## src/design/rmq_pkg.sv

```systemverilog
// Shared widths, types and codes for the rotation matrix to quaternion core.
`timescale 1ns / 1ps
`default_nettype none
package rmq_pkg;
    localparam int FRAC_BITS = 14;
    localparam int IN_W      = 16;
    localparam int OUT_W     = 16;
    localparam int CW        = ((FRAC_BITS > 17) ? FRAC_BITS : 17) + 2;
    localparam int MW        = CW - 1;
    localparam int SW        = 2 * MW + 2;
    localparam int NS        = SW / 2;
    localparam int QW        = FRAC_BITS + 1;
    localparam int DW        = MW + FRAC_BITS + 1;

    localparam logic [1:0] AXIS_X = 2'd0;
    localparam logic [1:0] AXIS_Y = 2'd1;
    localparam logic [1:0] AXIS_Z = 2'd2;

    typedef logic signed [CW-1:0] comp_t;
    typedef logic [MW-1:0] mag_t;

    typedef struct packed {
        logic            deg;
        logic [3:0]      neg;
        logic [3:0][MW-1:0] mag;
        logic [SW-1:0]   v;
        logic [SW-1:0]   r;
    } sqrt_t;

    typedef struct packed {
        logic            deg;
        logic [3:0]      neg;
        logic [NS-1:0]   n;
        logic [3:0][DW-1:0] rem;
        logic [3:0][QW-1:0] q;
    } div_t;
endpackage
`default_nettype wire

```

## src/design/rmq_div_cell.sv

```systemverilog
// One quotient bit of the four-lane restoring divider.
`timescale 1ns / 1ps
`default_nettype none
module rmq_div_cell
    import rmq_pkg::*;
#(
    parameter int K = 0
) (
    input  wire logic aclk,
    input  wire logic aresetn,
    input  wire logic in_valid,
    output logic      in_ready,
    input  wire div_t in_data,
    output logic      out_valid,
    input  wire logic out_ready,
    output div_t      out_data
);
    logic          valid_reg;
    div_t          data_reg;
    div_t          data_next;
    logic [DW:0]   dv;

    always_comb begin
        dv = (DW + 1)'(in_data.n) << K;
        data_next = in_data;
        for (int l = 0; l < 4; l++) begin
            if ({1'b0, in_data.rem[l]} >= dv) begin
                data_next.rem[l] = in_data.rem[l] - dv[DW-1:0];
                data_next.q[l][K] = 1'b1;
            end
        end
    end

    assign in_ready  = !valid_reg || out_ready;
    assign out_valid = valid_reg;
    assign out_data  = data_reg;

    always_ff @(posedge aclk) begin
        if (!aresetn) begin
            valid_reg <= 1'b0;
        end else if (in_ready) begin
            valid_reg <= in_valid;
        end
        if (in_ready && in_valid) begin
            data_reg <= data_next;
        end
    end
endmodule
`default_nettype wire

```

## config.mk

```make
export PLATFORM = sky130hd
export DESIGN_NAME = rmq_div_cell
export DESIGN_NICKNAME = d
export VERILOG_FILES = /design/src/design/rmq_pkg.sv /design/src/design/rmq_div_cell.sv
export SDC_FILE = /design/constraint.sdc
export NUM_CORES = 1
export LEC_CHECK = 0
export BUFFER_PORTS_ARGS = -buffer_cell sky130_fd_sc_hd__clkbuf_2
export CAP_MARGIN = 0
export CORE_ASPECT_RATIO = 0.9
export CORE_UTILIZATION = 46
export DETAILED_ROUTE_END_ITERATION = 16
export HOLD_SLACK_MARGIN = 0.03
export PLACE_DENSITY = 0.76
export SYNTH_ARGS = -nofsm -noshare
export SYNTH_HDL_FRONTEND = slang
export SYNTH_SLANG_ARGS = --single-unit
```

## constraint.sdc

```tcl
create_clock -name aclk -period 6.4 [get_ports aclk]
set_input_delay 1.28 -clock aclk [delete_from_list [all_inputs] [get_ports aclk]]
set_output_delay 1.28 -clock aclk [all_outputs]
set_load 0.1 [all_outputs]
```

==> flow_metrics.py, run 1 <==
metrics = {
    "critical_path": {
        "critPathMaxFanout": 26,
        "worst_setup_path_startpoint": "in_data[210]",
        "crit_path_max_incr_delay_ns": 0.58,
        "worst-setup-path-type": "input port to register",
        "critical_path.top_delay_family": "simple AND/OR/NAND/NOR gates",
        "cp_num_buf_inv": 3,
        "timing.critical_path.depth": 12,
        "reg2reg_depth": 3,
        "critical_path.reg2reg.startpoint": "out_valid",
        "setup.worst_path.end_class": "register",
        "setup.worst_path.start_class": "input port",
        "worst_ep_required_time_ns": 6.64,
        "crit_path_cell_trace": "clkbuf_2 > inv_1 > ha_1 > nand4_2 > or4_1 > o31ai_2 > nor2_1 > o31ai_4 > buf_4 > nand3_2 > a2111oi_2 > xor2_1",
        "critPathSlowestCell": "sky130_fd_sc_hd__or4_1",
        "crit_arrival_ns": 4.59,
    },
    "clock_network": {
        "count_of_hold_buffers_inserted_by_post_cts_repair": 0,
        "clock_tree.root_cell": "sky130_fd_sc_hd__clkbuf_16",
        "cts-buffers-inserted": 24,
        "clock_insertion_delay_worst_skew_ns": 0.51,
        "worst_setup_hold_path_clk_slew_ns": 0.06,
        "cts_tree": "done",
        "tritoncts_num_sinks": 217,
        "cts_post_setup_buffers_inserted": 0,
        "ctsLongestPathBuffers": 3,
        "cts-resized-gates": 0,
        "htreeDepth": 1,
    },
    "hold_path": {
        "hold_crit_start": "out_valid",
        "min-delay-path-class": "register to register",
        "timing.hold.worst_path_depth": 2,
    },
    "floorplan": {
        "fp-row-count": 57,
        "chipWidth_um": 176.4,
        "floorplan.initialDensity": 0.4673,
        "coreArea_mm2": 0.02696,
        "die_y_um": 159,
        "die_area_mm2": 0.02805,
        "boundaryPins": 438,
    },
    "synthesis": {
        "netlist_area_mm2": 0.01260,
        "ys_seq_area_frac": 0.5164,
        "ys_top_cells_by_count": "sky130_fd_sc_hd__edfxtp_1, sky130_fd_sc_hd__nand2_1, sky130_fd_sc_hd__o21ai_0",
        "asyncSetResetFlopFracSynth": 0,
        "synth_cells": 1155,
        "synth.largest_area_cell": "sky130_fd_sc_hd__edfxtp_1",
        "yosysTopAreaCellShare": 0.5148,
        "synthDistinctLibCells": 70,
        "synth_fp_nets": 1455,
        "yosys_most_used_dff": "sky130_fd_sc_hd__edfxtp_1",
        "synth.most_common_cell": "sky130_fd_sc_hd__edfxtp_1",
        "mean_post_synth_cell_area_um2": 10.91,
        "yosys_register_bits": 217,
        "yosys_warnings": 0,
        "synth.area.top_cells": "sky130_fd_sc_hd__edfxtp_1, sky130_fd_sc_hd__ha_1, sky130_fd_sc_hd__xor2_1",
        "synth-edff-count": 216,
    },
    "finish": {
        "fillCellCount": 2330,
        "finish.utilization": 0.5894,
        "areaGrowthSynthToFinish_pct": 26.13,
        "multiInputGateArea_mm2": 0.005793,
        "layout_cells_sized_above_1": 0.3151,
        "final_nets": 1891,
        "seq_area_mm2": 0.006506,
    },
    "run": {
        "max_cap_viol_count": 0,
    },
    "timing": {
        "fin_tns_setup_ns": 0,
        "grt_setup_unrepaired": "false",
        "finalSetupViolations": 0,
        "layout_min_cycle_time_ns": 4.351,
        "final-max-slew-violation-count": 0,
        "tightestPinTransition_ns": 0.8926,
        "slew_headroom": 0.4050,
        "period_share": 0.6798,
        "worst_clock_skew_ns": 0.009055,
        "hold_viol": 0,
        "fmaxAchievable_mhz": 229.9,
        "final_critical_path_setup_slack_ns": 2.049,
    },
    "power": {
        "finalPower_mw": 4.747,
        "pwr_density_cell_mw_per_mm2": 298.7,
        "vdd_ir_drop_max_mv": 0.1961,
        "p_leak_nw": 6.784,
    },
    "grt": {
        "overflow": 0,
        "grt_max_degree": 124,
        "grt_antenna_before_repair": 2,
        "grt_pass1_wl_um": 58020,
        "global_route.usage.total": 0.2709,
        "grt_pass1_vias": 10380,
    },
    "place": {
        "port-buffer-count": 437,
        "post-dp-hpwl_um": 30420,
        "preCtsSetupSlack_ns": 1.566,
        "gp_congestion": 0.9244,
    },
    "routing": {
        "postRouteWirelength_um": 38950,
        "ant_nets": 0,
        "number_of_optimization_iterations_in_the_first_detailed_route_pass": 5,
        "post_drt_via_cell_ratio": 5.486,
        "dr.max_layer_used": "met5",
        "wire_per_inst_um": 19.86,
        "drt_iter0_drc": 750,
        "route.vias.total": 10760,
        "route.met2.wl_um": 18910,
        "wire_length_on_met3_um": 3257,
        "drc": 0,
        "detailed_routing_wirelength_on_met1_um": 15540,
    },
    "status": {
        "outcome": "completed",
    },
}
## placed cells by master, fill, tap and decap left out, drive strengths merged, types with 8 or more instances in the layout
cell	instances
nor2b	16
a211oi	9
a21oi	71
xnor2	51
o21bai	11
clkinv	8
o31ai	8
nand2	111
nor2	83
nor4	15
nand4	14
o211ai	8
o31a	10
ha	76
a21o	26
nand3	32
clkbuf	468
xor2	61
edfxtp	216
inv	44
nand2b	16
and3	8
nor3	39
o21a	10
or4	8
or3	11
o21ai	97
## stage by stage
step                      instance area, um2  hold slack [ns]  instances
after floorplan                        12600            1.379       1155
final                                  15890           0.5576       1961
after global placement                 15140           0.5135       1919
after CTS                              15890           0.5554       1960
after detailed placement               15140           0.5510       1919
after global routing                   15890           0.6173       1961
## worst paths after layout
path | slack (ns) | to
worst max-delay path | 2.05 | out_data[188]
worst min-delay path | 0.56 | out_valid
worst min register to register | 0.56 | out_valid
worst max register to register | 4.33 | out_data[199]
## worst min-delay path, cell delays in order (launching register included)
cell and delay, ns:
sky130_fd_sc_hd__dfxtp_1 0.31, sky130_fd_sc_hd__nand2b_1 0.10, sky130_fd_sc_hd__a21boi_0 0.10
## where the power goes
group	internal, mW	leakage, nW	switching, mW
clock	0.788	0.365	0.538
sequential	1.73	2.09	0.0368
combinational	0.343	4.33	1.31
## area by class of cell
class	instances	area share
Sequential cell	217	0.4094
Multi-Input combinational cell	862	0.3646
Timing Repair Buffer	442	0.1408
Clock buffer	31	0.04079
Tap cell	354	0.02787
Inverter	44	0.01039
Clock inverter	10	0.005984
Antenna cell	1	0.0001575
## per-layer routing
| metal | up-vias | track usage |
|---|---|---|
| met5 | - | 0 |
| met4 | 2 | 0.08072 |
| met3 | 68 | 0.05372 |
| met2 | 446 | 0.4660 |
| met1 | 5053 | 0.3434 |
| li1 | 5190 | - |
## cells by family (layout without fill, tap and decap cells)
group / count (synthesis) / in the layout / share of synthesized area
and+or+nand+nor: 376 / 376 / 0.1476
AOI/OAI and AO/OA: 286 / 286 / 0.1451
xor gates and xnor gates: 112 / 112 / 0.07786
muxes: 8 / 8 / 0.006952
DFF: 217 / 217 / 0.5164
adders and majority gates: 80 / 80 / 0.08184
buffers and inverters: 76 / 527 / 0.02423
other: 0 / 1 / 0
## registers in the layout, indices dropped and copies added (netlist names)
signal,flops
out_valid,1
out_data,216
(Power assumes the default switching activity.)
==> run 2: changes to the inputs <==
CORE_AREA = 2 2 172 174   (was default)
CORE_ASPECT_RATIO = default   (was 0.9)
CORE_UTILIZATION = default   (was 46)
DIE_AREA = 0 0 174 176   (was default)
PLACE_DENSITY = 0.7   (was 0.76)
clock period = 4.37 ns   (was 6.4 ns; I/O delays follow)
==> run 2 against run 1 <==
  * Clock power is 59% higher
  * Combinational power grew 47%
  * Count of clock-buffer cells in the layout decreased by 1
  * Non-clock buffer count up 12
  * Total power up 50%
  * Wire length barely moved
  * Final cell count is 2.2% higher
  * Sequential share of layout area shrank 0.56 points
  * Largest power group unchanged
  * Hold slack got worse by 0.037 ns
  * Register-to-register slack got worse by 1.8 ns
  * Cell area increased by 1.4%
  * Critical path depth fell by 1
==> flow_metrics.py, run 2 (same netlist as run 1, synthesis figures left out) <==
metrics = {
    "timing": {
        "layout_min_cycle_time_ns": 3.490,
        "slew_headroom": 0.5364,
        "final-max-slew-violation-count": 0,
        "grt_setup_unrepaired": "false",
        "period_share": 0.7986,
        "fin_tns_setup_ns": 0,
        "fmaxAchievable_mhz": 286.5,
        "worst_clock_skew_ns": 0.008384,
        "hold_viol": 0,
        "tightestPinTransition_ns": 0.6954,
        "finalSetupViolations": 0,
    },
    "routing": {
        "route.vias.total": 10750,
        "postRouteWirelength_um": 38930,
        "drc": 0,
        "wire_per_inst_um": 19.43,
        "drt_iter0_drc": 803,
        "number_of_optimization_iterations_in_the_first_detailed_route_pass": 5,
        "ant_nets": 0,
        "post_drt_via_cell_ratio": 5.365,
    },
    "critical_path": {
        "setup.worst_path.end_class": "register",
        "critical_path.reg2reg.startpoint": "out_valid",
        "reg2reg_depth": 3,
        "critPathMaxFanout": 6,
        "worst_setup_path_startpoint": "in_data[198]",
        "end_of_the_worst_register_to_register_path": "out_data[202]",
        "worst_ep_required_time_ns": 4.62,
        "crit_arrival_ns": 3.74,
        "reg2reg_slack_ns": 2.53,
        "critical_path.endpoint": "out_data[148]",
        "setup.worst_path.start_class": "input port",
        "worst-setup-path-type": "input port to register",
    },
    "clock_network": {
        "ctsLongestPathBuffers": 3,
        "worst_setup_hold_path_clk_slew_ns": 0.06,
        "count_of_hold_buffers_inserted_by_post_cts_repair": 0,
        "clock_tree.root_cell": "sky130_fd_sc_hd__clkbuf_16",
        "htreeDepth": 1,
        "cts_tree": "done",
        "cts-buffers-inserted": 25,
        "cts_post_setup_buffers_inserted": 0,
        "clock_insertion_delay_worst_skew_ns": 0.52,
        "cts-resized-gates": 0,
        "tritoncts_num_sinks": 217,
    },
    "power": {
        "p_leak_nw": 6.875,
        "finalPower_mw": 7.135,
        "vdd_ir_drop_max_mv": 0.2444,
        "pwr_density_cell_mw_per_mm2": 442.9,
    },
    "hold_path": {
        "min-delay-path-class": "input port to register",
        "timing.hold.worst_path_depth": 1,
    },
    "status": {
        "outcome": "completed",
    },
    "place": {
        "port-buffer-count": 437,
        "post-dp-hpwl_um": 30410,
        "gp_congestion": 0.9250,
        "placed_area_mm2": 0.01528,
    },
    "grt": {
        "grt_max_degree": 61,
        "grt_pass1_wl_um": 58460,
        "overflow": 0,
        "grt_pass1_vias": 10400,
        "grt_antenna_before_repair": 2,
        "global_route.usage.total": 0.2457,
    },
    "floorplan": {
        "coreArea_mm2": 0.02855,
        "chipWidth_um": 174,
        "floorplan.initialDensity": 0.4413,
        "die_y_um": 176,
        "boundaryPins": 438,
        "die_area_mm2": 0.03062,
        "fp-row-count": 62,
    },
    "finish": {
        "largest_register_ffs": 216,
        "antennaDiodeCount": 0,
        "design_area_mm2": 0.01611,
        "final_nets": 1904,
        "layout_commonest_cell": "sky130_fd_sc_hd__clkbuf_2",
        "layout_common_cells": "sky130_fd_sc_hd__clkbuf_2, sky130_fd_sc_hd__edfxtp_1, sky130_fd_sc_hd__nand2_1",
        "layout_cells_sized_above_1": 0.3235,
        "areaGrowthSynthToFinish_pct": 27.89,
    },
    "run": {
        "max_cap_viol_count": 0,
    },
}
==> run 2: cell type report <==
type | instances | area (um2)
multi-input cells | 862 | 5793
flip-flops and latches | 217 | 6506
clock buffers | 30 | 644.4
inverters | 44 | 165.2
clock inverters | 13 | 182.7
fillers | 2520 | 12440
repair buffers | 454 | 2340
well taps | 384 | 480.5
==> run 2: worst min-delay path by stage <==
stage	end	startpoint	slack (ns)
after floorplan	out_data[10]	in_data[10]	0.97
after global placement	out_valid	out_valid	0.51
after detailed placement	out_valid	out_valid	0.55
after CTS	out_data[21]	in_data[21]	0.49
after global routing	out_data[16]	in_data[16]	0.49
final	out_data[48]	in_data[48]	0.52
==> run 2: metrics by stage <==
stage / setup slack, ns / utilization / cells / hold slack (ns)
after floorplan: 0.5867 / - / 1155 / 0.9729
after global placement: 0.4689 / 0.5354 / 1961 / 0.5134
after detailed placement: 0.3506 / 0.5354 / 1961 / 0.5502
after CTS: 0.9121 / 0.5644 / 2004 / 0.4915
after global routing: 0.6526 / 0.5644 / 2004 / 0.4919
final: 0.8801 / 0.5644 / 2004 / 0.5207
==> run 2: power breakdown <==
part	switching (mW)	internal, mW	total (mW)
Sequential	0.0511	2.53	2.58
Combinational	1.92	0.512	2.43
Clock	0.834	1.29	2.12
Total	2.80	4.33	7.14
==> run 2: worst max-delay path: stages <==
cell and delay, ns:
sky130_fd_sc_hd__clkbuf_2 0.09, sky130_fd_sc_hd__inv_1 0.32, sky130_fd_sc_hd__ha_1 0.39, sky130_fd_sc_hd__a211oi_1 0.33, sky130_fd_sc_hd__nor2_1 0.12, sky130_fd_sc_hd__nor4b_2 0.30
sky130_fd_sc_hd__o31ai_1 0.15, sky130_fd_sc_hd__a31o_2 0.29, sky130_fd_sc_hd__a2111o_1 0.46, sky130_fd_sc_hd__nor4_1 0.29, sky130_fd_sc_hd__xor2_1 0.13
==> run 2: layer usage <==
layer | global-route usage | wire length, um
met4 | 0.06898 | 1022
met3 | 0.04910 | 2958
met5 | 0 | 26
met2 | 0.4270 | 18920
met1 | 0.3127 | 16010
