--- src/design/rmq_pkg.sv ---
// Shared widths, types and codes for the rotation matrix to quaternion core.
`timescale 1ns / 1ps
`default_nettype none
package rmq_pkg;
    localparam int FRAC_BITS = 14;
    localparam int IN_W      = 16;
    localparam int OUT_W     = 16;
    localparam int CW        = ((FRAC_BITS > 17) ? FRAC_BITS : 17) + 2;
    localparam int MW        = CW - 1;
    localparam int SW        = 2 * MW + 2;
    localparam int NS        = SW / 2;
    localparam int QW        = FRAC_BITS + 1;
    localparam int DW        = MW + FRAC_BITS + 1;

    localparam logic [1:0] AXIS_X = 2'd0;
    localparam logic [1:0] AXIS_Y = 2'd1;
    localparam logic [1:0] AXIS_Z = 2'd2;

    typedef logic signed [CW-1:0] comp_t;
    typedef logic [MW-1:0] mag_t;

    typedef struct packed {
        logic            deg;
        logic [3:0]      neg;
        logic [3:0][MW-1:0] mag;
        logic [SW-1:0]   v;
        logic [SW-1:0]   r;
    } sqrt_t;

    typedef struct packed {
        logic            deg;
        logic [3:0]      neg;
        logic [NS-1:0]   n;
        logic [3:0][DW-1:0] rem;
        logic [3:0][QW-1:0] q;
    } div_t;
endpackage
`default_nettype wire

--- src/design/rmq_sqrt_cell.sv ---
// One bit step of the pipelined integer square root.
`timescale 1ns / 1ps
`default_nettype none
module rmq_sqrt_cell
    import rmq_pkg::*;
#(
    parameter int POS = 0
) (
    input  wire logic  aclk,
    input  wire logic  aresetn,
    input  wire logic  in_valid,
    output logic       in_ready,
    input  wire sqrt_t in_data,
    output logic       out_valid,
    input  wire logic  out_ready,
    output sqrt_t      out_data
);
    logic          valid_reg;
    sqrt_t         data_reg;
    sqrt_t         data_next;
    logic [SW-1:0] b;
    logic [SW:0]   t;

    always_comb begin
        b = SW'(1) << (2 * POS);
        t = {1'b0, in_data.r} + {1'b0, b};
        data_next = in_data;
        if ({1'b0, in_data.v} >= t) begin
            data_next.v = in_data.v - t[SW-1:0];
            data_next.r = (in_data.r >> 1) + b;
        end else begin
            data_next.r = in_data.r >> 1;
        end
    end

    assign in_ready  = !valid_reg || out_ready;
    assign out_valid = valid_reg;
    assign out_data  = data_reg;

    always_ff @(posedge aclk) begin
        if (!aresetn) begin
            valid_reg <= 1'b0;
        end else if (in_ready) begin
            valid_reg <= in_valid;
        end
        if (in_ready && in_valid) begin
            data_reg <= data_next;
        end
    end
endmodule
`default_nettype wire

--- config.mk ---
export PLATFORM = sky130hd
export DESIGN_NAME = rmq_sqrt_cell
export DESIGN_NICKNAME = d
export VERILOG_FILES = /design/src/design/rmq_pkg.sv /design/src/design/rmq_sqrt_cell.sv
export SDC_FILE = /design/constraint.sdc
export NUM_CORES = 1
export LEC_CHECK = 0
export BUFFER_PORTS_ARGS = -buffer_cell sky130_fd_sc_hd__buf_2
export CAP_MARGIN = 10
export CORE_MARGIN = 4
export CORE_UTILIZATION = 40
export DETAILED_ROUTE_END_ITERATION = 10
export PLACE_DENSITY = 0.67
export SYNTH_ARGS = -nofsm -noshare
export SYNTH_HDL_FRONTEND = slang
export SYNTH_SLANG_ARGS = --single-unit
--- constraint.sdc ---
create_clock -name aclk -period 6.9 [get_ports aclk]
set_input_delay 1.38 -clock aclk [delete_from_list [all_inputs] [get_ports aclk]]
set_output_delay 1.38 -clock aclk [all_outputs]
set_load 0.05 [all_outputs]
==> summary.md, run 1 <==
| Metric | Value |
|---|---|
| Total power draw | `2806 uW` |
| Fraction of the yosys area taken by sequential cells | `0.5325` |
| Post-synthesis xor/xnor area fraction | `0.1071` |
| Fmax | `0.1678 GHz` |
| Adder and majority gate portion of the synthesized area | `0.06006` |
| Crit path capture type | `register` |
| Placed instance count | `1305` |
| Max_slew headroom | `0.5154` |
| Seq pwr share | `0.406` |
| Largest family of logic cells by synthesized area | `simple AND/OR/NAND/NOR gates` |
| Clk sinks | `154` |
| Post-synth EDFFs | `153` |
| Starting density of the core | `0.4097` |
| Clk buf depth | `2` |
| Avg Inst Size Synth | `11.54 um2` |
| Share of the synthesized area in compound gates (AO/OA/AOI/OAI) | `0.08764` |
| CTS tree | `done` |
| Core box area | `21150 um2` |
| CP delay by family, top | `simple AND/OR/NAND/NOR gates` |
| Vias per cell | `5.327` |
| Power Internal | `1831 uW` |
| Warnings from Yosys | `0` |
| Clock network power share | `0.336` |
| Die Area | `24080 um2` |
| Area contributors post-synth | `edfxtp_1 (53%), xnor2_1 (7.8%), ha_1 (5.8%)` |
| Unrepaired setup endpoints after global routing | `no` |
| Simple-gate share of the synthesized area | `0.1357` |
| Top FF cell, synth | `edfxtp_1` |
| Outcome | `completed` |
| Fraction of layout cells with a size suffix above 1 | `0.3663` |
| Multiplexer share of the synthesized area | `0.04765` |
| Crit-path max FO | `62` |
| Clock transition at path regs | `0.07 ns` |
| Die Ht | `155.2 um` |
| Synth Net Count | `949` |
| CP bufs+invs | `2` |
| Top-Level Pins | `312` |
| Startpoint types | `input pin` |
| Critical Path, Cell by Cell | `buf_2 -> ha_1 -> nand3_1 -> nor2_1 -> and2_1 -> nand4_1 -> xor2_1 -> ha_1 -> nand2_1 -> nor3_2 -> nand3_1 -> or4_1 -> o221ai_1 -> a21oi_1 -> a21oi_4 -> buf_12 -> mux2_2` |
| Sw Share | `0.3475` |
| Data required, critical path | `7.08 ns` |
| Max IR drop VDD | `163.5 uV` |
| Minimum clock period | `5.960 ns` |
| First-pass DRT Iterations | `4` |
| Post-route ant nets | `0` |
| Unique masters post-synth | `56` |
| Final hold slack | `0.5414 ns` |
| Vias in the first global route | `7005` |
| Pwr Density | `253.9 nW/um2` |
| Synth Instances | `751` |
| CTS Buf Count | `17` |
| Most frequent cells in the layout | `buf_2 (311), edfxtp_1 (153), xnor2_1 (77), nand2_1 (67), a21oi_1 (49)` |
| GR Overflow Total | `0` |
| Post-synth ARST share | `0` |
| Final setup violation count | `0` |
| Via count | `7133` |
| WL/cell | `20.71 um` |
| Final period utilization | `0.8638` |
| Max-cap violation count | `0` |
| Row count | `53` |
| Largest area contributor in the netlist | `edfxtp_1` |
| CP Class | `input pin to register` |
| Setup TNS | `0 ns` |
| Max stage delay on crit path | `0.59 ns` |
| Slowest CP cell | `or4_1` |
| Share of the synthesized area in the top cell type | `0.5302` |
| Mapped cell area | `8666 um2` |
| Antenna violations before repair | `6` |
| Final WL | `27.73 mm` |
| Pin count of the biggest net entering global routing | `63` |
| Post-cts sizing count | `0` |
| Pleak | `0.004494 uW` |
| Clk root buf | `clkbuf_16` |
| Switching power | `975.2 uW` |
| DRC viols | `0` |
| Setup repair bufs after CTS | `0` |
| Worst min path class | `register to register` |
| Final-report hold violation count | `0` |
| H-tree Lvls | `4` |
| Slew Viols, Final | `0` |
| Area growth syn-to-layout | `27.56%` |
| Non-Filler Instances | `1339` |
| Port Buffers | `311` |
| First-pass GRT wire length | `40.03 mm` |
| Worst-Skew Late Latency | `0.43 ns` |
| Die W | `155.2 um` |
| Logic gate share of total power | `0.258` |
| Crit path DAT | `6.14 ns` |
| Worst slew pin tran | `0.7192 ns` |
| Seq cells post-synth | `154` |
| Gp weighted congestion | `0.9197` |
| Nets | `1247` |
| Hold Buf Count CTS | `0` |
| Hpwl dp | `21.96 mm` |
| Total Routing Usage GR | `0.2176` |
| Initial drt markers | `460` |
| Setup Skew | `0.006380 ns` |
| Commonest non-fill, non-tap cell in the layout | `buf_2` |
[cell families after synthesis]
kind of cell	count (synthesis)
multiplexers	37
adder cells (fa/ha/maj)	41
buffers and inverters	57
AO/OA/AOI/OAI	119
AND/OR/NAND/NOR	237
flip-flops	154
XOR/XNOR	106
[layout make-up]
| type | instances | area (um2) |
|---|---|---|
| Antenna cell | 2 | 5.005 |
| Fill cell | 1893 | 10100 |
| Tap cell | 275 | 344.1 |
| Clock inverter | 15 | 180.2 |
| Timing Repair Buffer | 317 | 1614 |
| Multi-Input combinational cell | 540 | 3800 |
| Clock buffer | 17 | 425.4 |
| Inverter | 19 | 71.32 |
| Sequential cell | 154 | 4614 |
[power by group through the flow]
stage / Sequential, uW / Combinational (uW) / Clock [uW]
floorplan: 1400 / 285 / 0
global placement: 1160 / 719 / 0
detailed placement: 1160 / 721 / 0
CTS: 1140 / 725 / 960
global route: 1140 / 770 / 997
finish: 1140 / 724 / 943
[final timing paths]
check | startpoint | endpoint | slack, ns | cells past startpoint
setup reg to reg | out_valid | out_data[62] | 4.85 | 3
hold / removal | out_valid | out_valid | 0.54 | 2
setup / recovery | in_data[1] | out_data[50] | 0.94 | 17
hold reg to reg | out_valid | out_valid | 0.54 | 2
[flip-flops by register name, summed over array words and instances (netlist names)]
signal and cells:
out_data 153, out_valid 1
[tightest hold or removal path, stage by stage (launching register included)]
cell	delay (ns)
dfxtp_1	0.32
nand2b_1	0.10
a21boi_0	0.08
[through the flow]
step,utilization,setup slack (ns),cell area [um2]
3_5_place_dp,0.4937,0.5499,10440
3_3_place_gp,0.4937,0.5853,10440
5_1_grt,0.5224,0.4863,11050
2_1_floorplan,-,0.9573,8666
4_1_cts,0.5223,0.9914,11050
6_report,0.5226,0.9396,11050
[cell usage after synthesis (all sizes together), types with 20 or more instances]
library cell and n:
xnor2 77, ha 40, nand2 67, mux2 34, nor2 45, a21oi 50
edfxtp 153, o21ai 21, nand3 31, clkbuf 20, xor2 29, nand4 37
[layer usage]
layer | up-vias | global-route usage | part of all wire
met3 | 42 | 0.05508 | 0.074
li1 | 3390 | - | -
met5 | - | 0 | 0.0022
met4 | 8 | 0.05794 | 0.017
met1 | 3404 | 0.2516 | 0.38
met2 | 289 | 0.4003 | 0.53
(Power assumes the default switching activity.)
==> inputs of run 2 (changes only) <==
--- a/config.mk
+++ b/config.mk
@@ -7,8 +7,8 @@
 export LEC_CHECK = 0
 export BUFFER_PORTS_ARGS = -buffer_cell sky130_fd_sc_hd__buf_2
 export CAP_MARGIN = 10
-export CORE_MARGIN = 4
 export CORE_UTILIZATION = 40
+export CTS_CLUSTER_SIZE = 40
 export DETAILED_ROUTE_END_ITERATION = 10
 export PLACE_DENSITY = 0.67
 export SYNTH_ARGS = -nofsm -noshare
==> run 2 against run 1 <==
Critical path depth up 1. Hold slack better by 0.011 ns. Global-route usage up 2.1 points. Count of clock-buffer cells in the layout unchanged. Combinational power about the same. Maximum frequency down 1.3%. Setup slack worse by 0.081 ns. Sequential cell count unchanged. Core utilization down 0.12 points.
==> summary.md, run 2 (synthesis gave the netlist of run 1 again) <==
| Metric | Value |
|---|---|
| Worst slew pin tran | `0.9094 ns (was 0.7192 ns)` |
| Max IR drop VDD | `119.0 uV (was 163.5 uV)` |
| Via count | `7055 (was 7133)` |
| Core box area | `21150 um2 (unchanged)` |
| First-pass GRT wire length | `39.21 mm (was 40.03 mm)` |
| Clk buf depth | `2 (unchanged)` |
| Final period utilization | `0.8755 (was 0.8638)` |
| Hold Buf Count CTS | `0 (unchanged)` |
| Commonest non-fill, non-tap cell in the layout | `buf_2 (unchanged)` |
| Pwr Density | `252.2 nW/um2 (was 253.9 nW/um2)` |
| Startpoint types | `input pin (unchanged)` |
| Top-Level Pins | `312 (unchanged)` |
| Seq pwr share | `0.409 (was 0.406)` |
| Pin count of the biggest net entering global routing | `76 (was 63)` |
| Max-cap violation count | `0 (unchanged)` |
| CTS tree | `done (unchanged)` |
| Final WL | `26.80 mm (was 27.73 mm)` |
| Total Routing Usage GR | `0.2381 (was 0.2176)` |
| Vias per cell | `5.265 (was 5.327)` |
| Setup TNS | `0 ns (unchanged)` |
| Starting density of the core | `0.4097 (unchanged)` |
| CP Class | `input pin to register (unchanged)` |
| Clk root buf | `clkbuf_16 (unchanged)` |
| CTS Buf Count | `17 (unchanged)` |
| Post-cts sizing count | `0 (unchanged)` |
| First-pass DRT Iterations | `5 (was 4)` |
| H-tree Lvls | `4 (unchanged)` |
| Power Internal | `1823 uW (was 1831 uW)` |
| Die W | `149.2 um (was 155.2 um)` |
| Minimum clock period | `6.041 ns (was 5.960 ns)` |
| GR Overflow Total | `0 (unchanged)` |
| Unrepaired setup endpoints after global routing | `no (unchanged)` |
| Most frequent cells in the layout | `buf_2 (311), edfxtp_1 (153), xnor2_1 (77), nand2_1 (67), a21oi_1 (49) (unchanged)` |
| Pleak | `0.004480 uW (was 0.004494 uW)` |
| Placed cell area | `10440 um2 (about the same)` |
| Die Ht | `149.2 um (was 155.2 um)` |
| Crit-path max FO | `37 (was 62)` |
| Die Area | `22260 um2 (was 24080 um2)` |
| Largest register FFs | `153 (unchanged)` |
| Worst min path class | `register to register (unchanged)` |
| Final-report hold violation count | `0 (unchanged)` |
| Gp weighted congestion | `0.9002 (was 0.9197)` |
| Initial drt markers | `437 (was 460)` |
| Outcome | `completed (unchanged)` |
| Fraction of layout cells with a size suffix above 1 | `0.3659 (was 0.3663)` |
| DRC viols | `0 (unchanged)` |
| Port Buffers | `311 (unchanged)` |
| Clock transition at path regs | `0.07 ns (about the same)` |
| Setup repair bufs after CTS | `0 (unchanged)` |
| Crit path capture type | `register (unchanged)` |
| Nets | `1248 (was 1247)` |
| Hpwl dp | `21.08 mm (was 21.96 mm)` |
| Crit path DAT | `6.22 ns (was 6.14 ns)` |
| Area growth syn-to-layout | `27.26% (was 27.56%)` |
| Layout Utilization | `0.5213 (was 0.5226)` |
| Slew Viols, Final | `0 (unchanged)` |
| Sw Share | `0.3445 (was 0.3475)` |
| Logic gate share of total power | `0.261 (was 0.258)` |
| Clock network power share | `0.330 (was 0.336)` |
| Design area | `11030 um2 (was 11050 um2)` |
| Switching power | `957.9 uW (was 975.2 uW)` |
| Max_slew headroom | `0.3937 (was 0.5154)` |
| Data required, critical path | `7.07 ns (was 7.08 ns)` |
| Vias in the first global route | `7006 (was 7005)` |
| Setup Skew | `0.009346 ns (was 0.006380 ns)` |
| Clk sinks | `154 (unchanged)` |
| Row count | `53 (unchanged)` |
| Worst-Skew Late Latency | `0.42 ns (was 0.43 ns)` |
| WL/cell | `20.00 um (was 20.71 um)` |
| Post-route ant nets | `0 (unchanged)` |
| Fmax | `0.1655 GHz (was 0.1678 GHz)` |
| Antenna violations before repair | `3 (was 6)` |
| Final setup violation count | `0 (unchanged)` |
==> run 2: power groups by stage <==
stage | clock network, uW | logic [uW] | registers, uW
6_report | 919 | 725 | 1140
5_1_grt | 972 | 773 | 1140
4_1_cts | 934 | 727 | 1140
3_5_place_dp | 0 | 722 | 1160
3_3_place_gp | 0 | 721 | 1160
2_1_floorplan | 0 | 285 | 1400
==> run 2: path summary, 6_finish.rpt <==
| check | end | cells after the start | startpoint | slack [ns] |
|---|---|---|---|---|
| min reg2reg | out_valid | 2 | out_valid | 0.55 |
| min | out_valid | 2 | out_valid | 0.55 |
| max | out_data[33] | 18 | in_data[1] | 0.86 |
| max reg2reg | out_data[139] | 3 | out_valid | 4.77 |
==> run 2: through the flow <==
stage | worst slack [ns] | total power (uW) | std cells | hold WS, ns
floorplan | 0.9573 | 1685 | 751 | 1.146
global route | 0.5735 | 2889 | 1339 | 0.5911
CTS | 0.8795 | 2800 | 1338 | 0.5544
detailed placement | 0.4677 | 1880 | 1306 | 0.5449
finish | 0.8591 | 2781 | 1340 | 0.5528
global placement | 0.6052 | 1879 | 1306 | 0.5114
==> run 2: routing by layer <==
layer  GRT usage  routed length [um]  vias up
li1            -                   -     3382
met1      0.2721               10510     3342
met2      0.4360               13940      293
met3     0.05138                1896       36
met4     0.08061                 442        2
met5           0                  12        -
==> run 2: critical path, stage by stage <==
cell	delay [ns]
buf_2	0.34
ha_1	0.30
and3_1	0.32
nand2_1	0.15
nor2_1	0.33
and2_1	0.33
xnor2_1	0.12
ha_1	0.47
nand4_1	0.21
nor3_2	0.18
nand3_1	0.16
or4_1	0.60
o221ai_1	0.18
a21oi_1	0.13
a21oi_4	0.14
buf_4	0.42
nand4_1	0.24
xnor2_1	0.19
==> run 2: layout make-up <==
| type | instances | area, um2 |
|---|---|---|
| tap | 275 | 344.1 |
| clock inverter | 15 | 158.9 |
| antenna | 2 | 5.005 |
| multi-input combinational | 540 | 3800 |
| inverter | 19 | 71.32 |
| clock buffer | 17 | 425.4 |
| fill | 1931 | 10130 |
| timing repair buffer | 318 | 1609 |
| sequential | 154 | 4614 |
